[src/design/wad_pkg.sv]
// Shared types and constants for the window average and dispersion block.
package wad_pkg;

	// Field widths
	localparam int SAMPLE_W = 12;
	localparam int SPREAD_W = 24;
	localparam int COUNT_W  = 6;
	localparam int SUM_W    = 18;	// up to 63 samples of 12 bits
	localparam int ACC_W    = 30;	// up to 63 squares of 12 bits
	localparam int MUL_A_W  = 24;
	localparam int MUL_B_W  = 12;

	// Divider: two quotient bits per cycle
	localparam int DIV_W    = 32;
	localparam int REM_W    = 7;
	localparam int DIV_RADIX_STEPS = 2;
	localparam int DCNT_W   = 4;
	localparam logic [DCNT_W-1:0] MEAN_DIV_CYCLES   = 4'd9;	// 18 dividend bits
	localparam logic [DCNT_W-1:0] SPREAD_DIV_CYCLES = 4'd15;	// 30 dividend bits

	// Spread while too few samples are held
	localparam logic [SPREAD_W-1:0] SPREAD_FEW      = 24'd1000;
	localparam logic [COUNT_W-1:0]  SPREAD_MIN_COUNT = 6'd3;

	// Configuration register map
	localparam int PADDR_W = 3;
	localparam int PDATA_W = 32;
	localparam logic [PADDR_W-1:0] ADDR_WINDOW_LENGTH = 3'd0;
	localparam logic [COUNT_W-1:0] WINDOW_LENGTH_RESET = 6'd32;

	// Controller states
	typedef enum logic [3:0] {
		ST_IDLE,
		ST_WALK,
		ST_DRAIN,
		ST_DIV_MEAN,
		ST_MUL_SQ,
		ST_MUL_COUNT,
		ST_MUL_SUM,
		ST_SPREAD_LOAD,
		ST_DIV_SPREAD,
		ST_FINISH
	} state_t;

	// Operand selection of the shared multiplier outside the window walk
	typedef enum logic [1:0] {
		MUL_MEAN_SQ,
		MUL_COUNT,
		MUL_SUM
	} mul_sel_t;

	// Commands from controller to datapath
	typedef struct packed {
		logic     accept;
		logic     walk_issue;
		logic     div_load_mean;
		logic     div_load_spread;
		logic     div_step;
		logic     mul_en;
		mul_sel_t mul_sel;
		logic     cap_mean;
		logic     cap_nmm;
		logic     out_load;
	} cmd_t;

	// Status from datapath to controller
	typedef struct packed {
		logic walk_last;
		logic pipe_busy;
		logic div_last;
		logic few;
	} stat_t;

endpackage

[src/design/wad_ram.sv]
// Generic simple dual-port RAM with registered read.
module wad_ram #(
	parameter int WIDTH  = 12,
	parameter int DEPTH  = 32,
	parameter int ADDR_W = (DEPTH > 1) ? $clog2(DEPTH) : 1
) (
	input  logic              clk,
	input  logic              we,
	input  logic [ADDR_W-1:0] waddr,
	input  logic [WIDTH-1:0]  wdata,
	input  logic [ADDR_W-1:0] raddr,
	output logic [WIDTH-1:0]  rdata
);

	logic [WIDTH-1:0] mem_q [DEPTH];
	logic [WIDTH-1:0] rdata_q;

	// Write port and registered read port
	always_ff @(posedge clk) begin
		if (we) begin
			mem_q[waddr] <= wdata;
		end
		rdata_q <= mem_q[raddr];
	end

	assign rdata = rdata_q;

endmodule

[src/design/wad_ctrl.sv]
// Sequencer for window walk, mean and spread divisions, and result beat.
module wad_ctrl (
	input  logic          clk,
	input  logic          arst_n,
	input  logic          in_valid,
	output logic          in_ready,
	output logic          out_valid,
	input  logic          out_ready,
	input  wad_pkg::stat_t stat,
	output wad_pkg::cmd_t  cmd
);

	wad_pkg::state_t state_q, state_d;
	logic out_valid_q;

	// State register and output beat flag
	always_ff @(posedge clk or negedge arst_n) begin
		if (!arst_n) begin
			state_q     <= wad_pkg::ST_IDLE;
			out_valid_q <= 1'b0;
		end else begin
			state_q <= state_d;
			if (cmd.out_load) begin
				out_valid_q <= 1'b1;
			end else if (out_ready) begin
				out_valid_q <= 1'b0;
			end
		end
	end

	// Next state
	always_comb begin
		state_d = state_q;
		unique case (state_q)
			wad_pkg::ST_IDLE: begin
				if (in_valid) state_d = wad_pkg::ST_WALK;
			end
			wad_pkg::ST_WALK: begin
				if (stat.walk_last) state_d = wad_pkg::ST_DRAIN;
			end
			wad_pkg::ST_DRAIN: begin
				if (!stat.pipe_busy) state_d = wad_pkg::ST_DIV_MEAN;
			end
			wad_pkg::ST_DIV_MEAN: begin
				if (stat.div_last) state_d = wad_pkg::ST_MUL_SQ;
			end
			wad_pkg::ST_MUL_SQ: begin
				state_d = stat.few ? wad_pkg::ST_FINISH : wad_pkg::ST_MUL_COUNT;
			end
			wad_pkg::ST_MUL_COUNT:   state_d = wad_pkg::ST_MUL_SUM;
			wad_pkg::ST_MUL_SUM:     state_d = wad_pkg::ST_SPREAD_LOAD;
			wad_pkg::ST_SPREAD_LOAD: state_d = wad_pkg::ST_DIV_SPREAD;
			wad_pkg::ST_DIV_SPREAD: begin
				if (stat.div_last) state_d = wad_pkg::ST_FINISH;
			end
			wad_pkg::ST_FINISH: begin
				if (!out_valid_q || out_ready) state_d = wad_pkg::ST_IDLE;
			end
			default: state_d = wad_pkg::ST_IDLE;
		endcase
	end

	// Commands
	always_comb begin
		cmd = '0;
		cmd.mul_sel = wad_pkg::MUL_MEAN_SQ;
		unique case (state_q)
			wad_pkg::ST_IDLE:        cmd.accept = in_valid;
			wad_pkg::ST_WALK:        cmd.walk_issue = 1'b1;
			wad_pkg::ST_DRAIN:       cmd.div_load_mean = !stat.pipe_busy;
			wad_pkg::ST_DIV_MEAN:    cmd.div_step = 1'b1;
			wad_pkg::ST_MUL_SQ: begin
				cmd.mul_en   = 1'b1;
				cmd.mul_sel  = wad_pkg::MUL_MEAN_SQ;
				cmd.cap_mean = 1'b1;
			end
			wad_pkg::ST_MUL_COUNT: begin
				cmd.mul_en  = 1'b1;
				cmd.mul_sel = wad_pkg::MUL_COUNT;
			end
			wad_pkg::ST_MUL_SUM: begin
				cmd.mul_en  = 1'b1;
				cmd.mul_sel = wad_pkg::MUL_SUM;
				cmd.cap_nmm = 1'b1;
			end
			wad_pkg::ST_SPREAD_LOAD: cmd.div_load_spread = 1'b1;
			wad_pkg::ST_DIV_SPREAD:  cmd.div_step = 1'b1;
			wad_pkg::ST_FINISH:      cmd.out_load = !out_valid_q || out_ready;
			default: ;
		endcase
	end

	assign in_ready  = (state_q == wad_pkg::ST_IDLE);
	assign out_valid = out_valid_q;

endmodule

[src/design/wad_dp.sv]
// Datapath: window ring, sum and square accumulation, multiplier, divider.
module wad_dp #(
	parameter int WINDOW_DEPTH = 32
) (
	input  logic                            clk,
	input  logic                            arst_n,
	input  wad_pkg::cmd_t                   cmd,
	output wad_pkg::stat_t                  stat,
	input  logic                            cfg_clear,
	input  logic [wad_pkg::COUNT_W-1:0]     window_length,
	input  logic [wad_pkg::SAMPLE_W-1:0]    sample,
	output logic [wad_pkg::SAMPLE_W-1:0]    mean,
	output logic [wad_pkg::SPREAD_W-1:0]    spread,
	output logic [wad_pkg::COUNT_W-1:0]     held_count
);

	localparam int AW      = (WINDOW_DEPTH > 1) ? $clog2(WINDOW_DEPTH) : 1;
	localparam int EFF_MAX = (WINDOW_DEPTH < 63) ? WINDOW_DEPTH : 63;
	localparam logic [wad_pkg::COUNT_W-1:0] LEN_MAX = 6'(EFF_MAX);

	localparam int CW = wad_pkg::COUNT_W;
	localparam int SW = wad_pkg::SAMPLE_W;

	// Window bookkeeping
	logic [CW-1:0] fill_q, oldest_q, n_q, idx_q;
	logic [CW-1:0] len, slot, slot_nxt, waddr_full;
	logic [7:0]    waddr_ext, raddr_ext;
	logic [AW-1:0] waddr, raddr;
	logic [SW-1:0] rdata;

	// Walk pipeline and accumulators
	logic                          vld_s1, vld_s2;
	logic [wad_pkg::SUM_W-1:0]     sum_q;
	logic [wad_pkg::ACC_W-1:0]     sumsq_q, prod_q, nmm_q;
	logic [SW-1:0]                 mean_q;

	// Multiplier
	logic [wad_pkg::MUL_A_W-1:0]   mul_a;
	logic [wad_pkg::MUL_B_W-1:0]   mul_b;
	logic [wad_pkg::MUL_A_W+wad_pkg::MUL_B_W-1:0] mul_p;

	// Divider
	logic [wad_pkg::DIV_W-1:0]     quo_q, quo_d;
	logic [wad_pkg::REM_W-1:0]     rem_q, rem_d;
	logic [wad_pkg::DCNT_W-1:0]    dcnt_q;
	logic [CW-1:0]                 half;
	logic [wad_pkg::SUM_W-1:0]     mean_dividend;
	logic [31:0]                   spread_sum;
	logic [wad_pkg::ACC_W-1:0]     spread_dividend;

	// Effective window length: zero acts as one, clamp to store depth
	always_comb begin
		if (window_length == '0) begin
			len = 6'd1;
		end else if (window_length > LEN_MAX) begin
			len = LEN_MAX;
		end else begin
			len = window_length;
		end
	end

	// Slot the new sample goes to once the window is full
	always_comb begin
		slot     = (oldest_q >= len) ? '0 : oldest_q;
		slot_nxt = slot + 6'd1;
		if (slot_nxt >= len) slot_nxt = '0;
		waddr_full = (fill_q < len) ? fill_q : slot;
	end

	assign waddr_ext = {2'b00, waddr_full};
	assign raddr_ext = {2'b00, idx_q};
	assign waddr     = waddr_ext[AW-1:0];
	assign raddr     = raddr_ext[AW-1:0];

	wad_ram #(
		.WIDTH (SW),
		.DEPTH (WINDOW_DEPTH)
	) u_store (
		.clk   (clk),
		.we    (cmd.accept),
		.waddr (waddr),
		.wdata (sample),
		.raddr (raddr),
		.rdata (rdata)
	);

	// Control state: fill level, oldest slot, walk index and stage valids
	always_ff @(posedge clk or negedge arst_n) begin
		if (!arst_n) begin
			fill_q   <= '0;
			oldest_q <= '0;
			n_q      <= '0;
			idx_q    <= '0;
			vld_s1   <= 1'b0;
			vld_s2   <= 1'b0;
			dcnt_q   <= '0;
		end else begin
			if (cfg_clear) begin
				fill_q   <= '0;
				oldest_q <= '0;
			end else if (cmd.accept) begin
				if (fill_q < len) begin
					fill_q <= fill_q + 6'd1;
					n_q    <= fill_q + 6'd1;
				end else begin
					oldest_q <= slot_nxt;
					n_q      <= fill_q;
				end
			end
			if (cmd.accept) begin
				idx_q <= '0;
			end else if (cmd.walk_issue) begin
				idx_q <= idx_q + 6'd1;
			end
			vld_s1 <= cmd.walk_issue;
			vld_s2 <= vld_s1;
			if (cmd.div_load_mean) begin
				dcnt_q <= wad_pkg::MEAN_DIV_CYCLES;
			end else if (cmd.div_load_spread) begin
				dcnt_q <= wad_pkg::SPREAD_DIV_CYCLES;
			end else if (cmd.div_step && dcnt_q != '0) begin
				dcnt_q <= dcnt_q - 4'd1;
			end
		end
	end

	// Shared multiplier operands: sample square during the walk, else chosen by mul_sel
	always_comb begin
		if (vld_s1) begin
			mul_a = {12'd0, rdata};
			mul_b = rdata;
		end else begin
			unique case (cmd.mul_sel)
				wad_pkg::MUL_MEAN_SQ: begin
					mul_a = {12'd0, quo_q[SW-1:0]};
					mul_b = quo_q[SW-1:0];
				end
				wad_pkg::MUL_COUNT: begin
					mul_a = prod_q[wad_pkg::MUL_A_W-1:0];
					mul_b = {6'd0, n_q};
				end
				wad_pkg::MUL_SUM: begin
					mul_a = {6'd0, sum_q};
					mul_b = mean_q;
				end
				default: begin
					mul_a = '0;
					mul_b = '0;
				end
			endcase
		end
	end

	assign mul_p = mul_a * mul_b;

	// Divider: two restoring steps per cycle, divisor is the count
	always_comb begin
		quo_d = quo_q;
		rem_d = rem_q;
		for (int k = 0; k < wad_pkg::DIV_RADIX_STEPS; k++) begin
			rem_d = {rem_d[wad_pkg::REM_W-2:0], quo_d[wad_pkg::DIV_W-1]};
			quo_d = {quo_d[wad_pkg::DIV_W-2:0], 1'b0};
			if (rem_d >= {1'b0, n_q}) begin
				rem_d    = rem_d - {1'b0, n_q};
				quo_d[0] = 1'b1;
			end
		end
	end

	// Dividends with rounding term: sum((x-m)^2) = sumsq + n*m*m - 2*m*sum
	assign half            = n_q >> 1;
	assign mean_dividend   = sum_q + {12'd0, half};
	assign spread_sum      = {2'b00, sumsq_q} + {2'b00, nmm_q}
	                       - {1'b0, prod_q, 1'b0} + {26'd0, half};
	assign spread_dividend = spread_sum[wad_pkg::ACC_W-1:0];

	// Payload registers
	always_ff @(posedge clk) begin
		if (cmd.accept) begin
			sum_q   <= '0;
			sumsq_q <= '0;
		end else begin
			if (vld_s1) sum_q <= sum_q + {6'd0, rdata};
			if (vld_s2) sumsq_q <= sumsq_q + prod_q;
		end
		if (vld_s1 || cmd.mul_en) begin
			prod_q <= mul_p[wad_pkg::ACC_W-1:0];
		end
		if (cmd.cap_mean) mean_q <= quo_q[SW-1:0];
		if (cmd.cap_nmm)  nmm_q  <= prod_q;
		if (cmd.div_load_mean) begin
			quo_q <= {mean_dividend, 14'd0};
			rem_q <= '0;
		end else if (cmd.div_load_spread) begin
			quo_q <= {spread_dividend, 2'd0};
			rem_q <= '0;
		end else if (cmd.div_step) begin
			quo_q <= quo_d;
			rem_q <= rem_d;
		end
		if (cmd.out_load) begin
			mean       <= mean_q;
			spread     <= stat.few ? wad_pkg::SPREAD_FEW : quo_q[wad_pkg::SPREAD_W-1:0];
			held_count <= n_q;
		end
	end

	// Status
	assign stat.walk_last = (idx_q == n_q - 6'd1);
	assign stat.pipe_busy = vld_s1 | vld_s2;
	assign stat.div_last  = (dcnt_q == 4'd1);
	assign stat.few       = (n_q < wad_pkg::SPREAD_MIN_COUNT);

endmodule

[src/design/window_average_dispersion.sv]
// Top level: sliding-window mean and spread of 12-bit samples.
//
//   channel  signals                                         direction
//   ------   ----------------------------------------------  ---------
//   cfg      psel penable pwrite paddr pwdata prdata pready  in/out
//   in       in_valid in_ready sample                        in
//   out      out_valid out_ready mean spread held_count      out
//
// A beat runs through these steps in order, n being the samples held: walk reads
// of the n samples, drain, mean division at two quotient bits a cycle, products
// and spread load, spread division. Under three samples only the mean square is formed.
// in_ready returns the cycle after the result is loaded.
// A result waiting unread lets the next sample in, but stalls the one after.
// Reset empties the window and sets the window length to 32.
module window_average_dispersion #(
	parameter int WINDOW_DEPTH = 32
) (
	input  logic                            clk,
	input  logic                            arst_n,
	input  logic                            psel,
	input  logic                            penable,
	input  logic                            pwrite,
	input  logic [wad_pkg::PADDR_W-1:0]     paddr,
	input  logic [wad_pkg::PDATA_W-1:0]     pwdata,
	output logic [wad_pkg::PDATA_W-1:0]     prdata,
	output logic                            pready,
	input  logic                            in_valid,
	output logic                            in_ready,
	input  logic [wad_pkg::SAMPLE_W-1:0]    sample,
	output logic                            out_valid,
	input  logic                            out_ready,
	output logic [wad_pkg::SAMPLE_W-1:0]    mean,
	output logic [wad_pkg::SPREAD_W-1:0]    spread,
	output logic [wad_pkg::COUNT_W-1:0]     held_count
);

	logic [wad_pkg::COUNT_W-1:0] window_length_q;
	logic                        wl_write;
	wad_pkg::cmd_t               cmd;
	wad_pkg::stat_t              stat;

	// Register write: a write to the window length register empties the window
	assign wl_write = psel && penable && pwrite && (paddr == wad_pkg::ADDR_WINDOW_LENGTH);

	always_ff @(posedge clk or negedge arst_n) begin
		if (!arst_n) begin
			window_length_q <= wad_pkg::WINDOW_LENGTH_RESET;
		end else if (wl_write) begin
			window_length_q <= pwdata[wad_pkg::COUNT_W-1:0];
		end
	end

	// Read back
	always_comb begin
		prdata = '0;
		if (paddr == wad_pkg::ADDR_WINDOW_LENGTH) begin
			prdata[wad_pkg::COUNT_W-1:0] = window_length_q;
		end
	end

	assign pready = 1'b1;

	wad_ctrl u_ctrl (
		.clk       (clk),
		.arst_n    (arst_n),
		.in_valid  (in_valid),
		.in_ready  (in_ready),
		.out_valid (out_valid),
		.out_ready (out_ready),
		.stat      (stat),
		.cmd       (cmd)
	);

	wad_dp #(
		.WINDOW_DEPTH (WINDOW_DEPTH)
	) u_dp (
		.clk           (clk),
		.arst_n        (arst_n),
		.cmd           (cmd),
		.stat          (stat),
		.cfg_clear     (wl_write),
		.window_length (window_length_q),
		.sample        (sample),
		.mean          (mean),
		.spread        (spread),
		.held_count    (held_count)
	);

endmodule

[config.mk]
export PLATFORM = sky130hd
export DESIGN_NAME = window_average_dispersion
export DESIGN_NICKNAME = d
export VERILOG_FILES = /design/src/design/wad_pkg.sv /design/src/design/wad_ram.sv /design/src/design/wad_ctrl.sv /design/src/design/wad_dp.sv /design/src/design/window_average_dispersion.sv
export SDC_FILE = /design/constraint.sdc
export NUM_CORES = 2
export LEC_CHECK = 0
export BUFFER_PORTS_ARGS = -buffer_cell sky130_fd_sc_hd__buf_2
export CORE_MARGIN = 5
export CORE_UTILIZATION = 30
export CTS_BUF_LIST = sky130_fd_sc_hd__clkbuf_4
export DETAILED_ROUTE_END_ITERATION = 12
export PLACE_DENSITY = 0.5
export SLEW_MARGIN = 20
export SYNTH_ARGS = -nofsm -noshare
export SYNTH_HDL_FRONTEND = slang
export SYNTH_SLANG_ARGS = --single-unit
export TNS_END_PERCENT = 50
[constraint.sdc]
create_clock -name clk -period 6.2 [get_ports clk]
set_input_delay 0.62 -clock clk [delete_from_list [all_inputs] [get_ports clk]]
set_output_delay 0.62 -clock clk [all_outputs]
set_load 0.02 [all_outputs]
==> metrics.md <==
| Metric | Value |
|---|---|
| Status | `finished, violations left` |
| Violations in the final reports | `setup timing` |
| Post-Layout Inst Area | `47,100 um2` |
| Final layout net count | `4,230` |
| Number of DRC markers after the initial detailed-route iteration | `1,719` |
| Final hold violation count | `0` |
| Inserted Clock Buffers | `170` |
| Worst setup path category | `register to register` |
| Highest achievable clock rate | `160 MHz` |
| Initial antenna violation count | `5` |
| Detailed placement HPWL | `79.6 mm` |
| CP arrival | `7130 ps` |
| Largest net degree at the start of global routing | `60` |
| Placer's final routability congestion estimate | `0.860` |
| Clk_lat worst skew | `1120 ps` |
| Wire length per cell | `19.3 um` |
| Number of buffer cells added on primary ports | `77` |
| Number of placement rows | `132` |
| Vias in the first global route | `27,300` |
| Overall overflow remaining after global route | `0` |
| Worst min-delay path class | `primary input to register` |
| Overall power after layout | `8.67 mW` |
| Post-detailed-route DRC marker count | `0` |
| Buffer and inverter count on the worst path | `8` |
| GRT Util Overall | `15.9%` |
| Vert. Die Dim | `370 um` |
| Final Slew Violations | `0` |
| Drt pass-1 iters | `7` |
| Clock tree from TritonCTS | `built` |
| Minimum period implied by the final worst setup slack | `6260 ps` |
| CP Max Fanout | `8` |
| Boundary pin count | `131` |
| Layout Cells excl Fill | `5,621` |
| Clock transition at path regs | `70 ps` |
| Core Area | `129,000 um2` |
| Share of the clock period used by the worst path after layout | `101%` |
| Endpoint required time on the critical path | `7070 ps` |
| Hold WS | `145 ps` |
| Summed instance area of the synthesized netlist | `39,000 um2` |
| Largest clock skew in the final design | `61.5 ps` |
| Startpoint class of the critical path | `register` |
| Worst vdd ir | `0.000168 V` |
| First-pass GRT wire length | `166 mm` |
| MaxCap Viol Count | `0` |
| Master of the slowest instance on the critical path | `sky130_fd_sc_hd__fa_1` |
| Commonest non-fill, non-tap cells in the layout | `516 x sky130_fd_sc_hd__edfxtp_1, 395 x sky130_fd_sc_hd__inv_1, 312 x sky130_fd_sc_hd__buf_4, 293 x sky130_fd_sc_hd__nand2_1, 242 x sky130_fd_sc_hd__clkbuf_4` |
| Post-placement cell area | `43,300 um2` |
| Transition time of the tightest slew-check pin | `1070 ps` |
| Die area | `137,000 um2` |
| Root cell of the clock tree | `sky130_fd_sc_hd__clkbuf_4` |
| Largest stage delay on the critical path | `570 ps` |
| Post-detailed-route count of antenna-violating nets | `0` |
| Number of flops mapped to enable cells by yosys | `516` |
| Most frequent cell on the critical path | `sky130_fd_sc_hd__fa_1` |
| Fill cells | `12,800` |
| Sequential fraction of the synthesis area | `46.5%` |
| Syn Area/Cell | `12.0 um2` |
| Leading cell type in the layout, fill and taps excluded | `sky130_fd_sc_hd__edfxtp_1` |
| Share of final-layout standard cells stronger than drive strength 1 | `27.3%` |
| Setup repair after global routing missed its margin | `yes` |
| Number of distinct standard cells referenced by the synthesized netlist | `86` |
| Wire length reported by the detailed router | `109 mm` |
| Relative slew slack | `28.0%` |
| Power density of the placed cells | `184 nW/um2` |
| Total via count in the routed design | `26,400` |
| Cell family with most CP delay | `adder cells` |
| Clk sink count | `637` |
| Die width | `370 um` |
| Number of failing setup endpoints in the final timing report | `3` |
| Flops & latches, synth | `637` |
| Maximum number of buffers from clock root to sink | `3` |
| Ys flop type | `sky130_fd_sc_hd__edfxtp_1` |
| Cell count after synthesis | `3,237` |
| Total of warnings raised by yosys | `0` |
| Cell Count Post-Placement | `5,240` |
| Setup slack after layout | `-60.9 ps` |
| Count of H-tree levels built during CTS | `4` |
| Async S/R FF share, synth | `6.44%` |
| Synthesis-to-finish area growth | `20.8%` |
| Crit. End Element | `register` |
| Leakage component of the power | `19.4 nW` |
| Via count normalized by instance count | `4.69` |
| Initial core utilization | `30.1%` |
| Utilization of the core after routing | `36.4%` |
logic make-up after synthesis:
family | Yosys count | share of synthesized area [%]
XOR/XNOR | 130 | 2.92
multiplexers | 177 | 8.47
AND/OR/NAND/NOR | 841 | 9.90
adder cells (fa/ha/maj) | 431 | 18.6
other | 2 | 0.0193
AO/OA/AOI/OAI | 456 | 7.84
buffers and inverters | 563 | 5.80
flip-flops | 637 | 46.5
metrics by stage:
step	TNS, ps	setup slack [ps]
finish	-138	-60.9
CTS	-130	-93.6
detailed placement	-3920	-503
floorplan	-23.3	-23.3
global route	-2290	-298
global placement	-3780	-519
tightest hold or removal path, delay by kind of cell:
| family | cells | cell delay [ps] |
|---|---|---|
| buffers and inverters | 1 | 90 |
| and+or+nand+nor | 2 | 500 |
registers in the layout, summed over array words and instances, names as in the netlist, 12 cells and up:
register / cells
u_dp.mean: 12
u_dp.mean_q: 12
u_dp.nmm_q: 30
u_dp.prod_q: 30
u_dp.quo_q: 32
u_dp.spread: 24
u_dp.sum_q: 18
u_dp.sumsq_q: 30
u_dp.u_store.mem_q: 384
u_dp.u_store.rdata: 12
area by class of cell:
cell class | count | area [um2] | share of cell area [%]
clock buffer | 242 | 1820 | 3.86
tap | 1742 | 2180 | 4.63
antenna | 11 | 27.5 | 0.0584
clock inverter | 53 | 360 | 0.765
sequential | 637 | 18100 | 38.5
inverter | 415 | 1560 | 3.31
multi-input combinational | 2077 | 19600 | 41.6
timing repair buffer | 444 | 3430 | 7.28
repair_timing:
action                     in CTS  in global routing
setup buffers                  17                 36
cloned                          2                  2
hold buffers                   20                  0
hold endpoints to repair      324                  0
pin swaps                      35                107
setup endpoints to repair      13                 13
gates resized for setup       117                124
power by group:
part	internal, mW	leakage [nW]	switching [mW]	total (mW)
clock	1.91	1.29	1.87	3.78
sequential	4.62	5.75	0.0104	4.63
combinational	0.0971	12.4	0.169	0.266
total	6.63	19.4	2.05	8.67
cell usage after synthesis (all sizes together) (11+ instances only):
library cell	count	area share, %
edfxtp	516	40
inv	415	4.0
nand2	323	3.1
fa	245	13
nor2	215	2.1
ha	186	6.0
mux4	120	6.9
a21oi	118	1.6
o21ai	118	1.6
xnor2	84	1.9
dfxtp	80	4.1
clkbuf	78	0.75
buf	70	1.1
and2	65	1.0
nand2b	49	0.79
nand3	46	0.59
xor2	46	1.0
dfrtp	40	2.6
a21o	38	0.73
mux2i	35	0.90
nor3	33	0.44
a22oi	28	0.54
and3	27	0.43
a211oi	24	0.46
mux2	22	0.64
nor2b	22	0.35
o21a	21	0.40
nand4	17	0.27
o31ai	11	0.25
routing by layer:
metal	track usage, %	vias up	wire length [um]
met5	0	-	0
met4	5.64	0	2880
met1	21.3	13200	48300
met2	26.1	672	51800
li1	-	12400	-
met3	2.78	138	5740
path summary, 6_finish.rpt:
check                             startpoint         endpoint  slack, ps  depth (start not counted)
max                        u_ctrl.state_q[1]  u_dp.prod_q[25]        -60                         28
min                                  penable   u_dp.fill_q[3]        150                          3
min in group asynchronous             arst_n   u_dp.fill_q[0]        160                          3
max reg2reg                u_ctrl.state_q[1]  u_dp.prod_q[25]        -60                         28
max in group asynchronous             arst_n    u_dp.idx_q[0]       5550                          3
min reg2reg                    u_dp.rem_q[3]    u_dp.rem_q[3]        490                          2
Power figures use the tool's default switching activity.
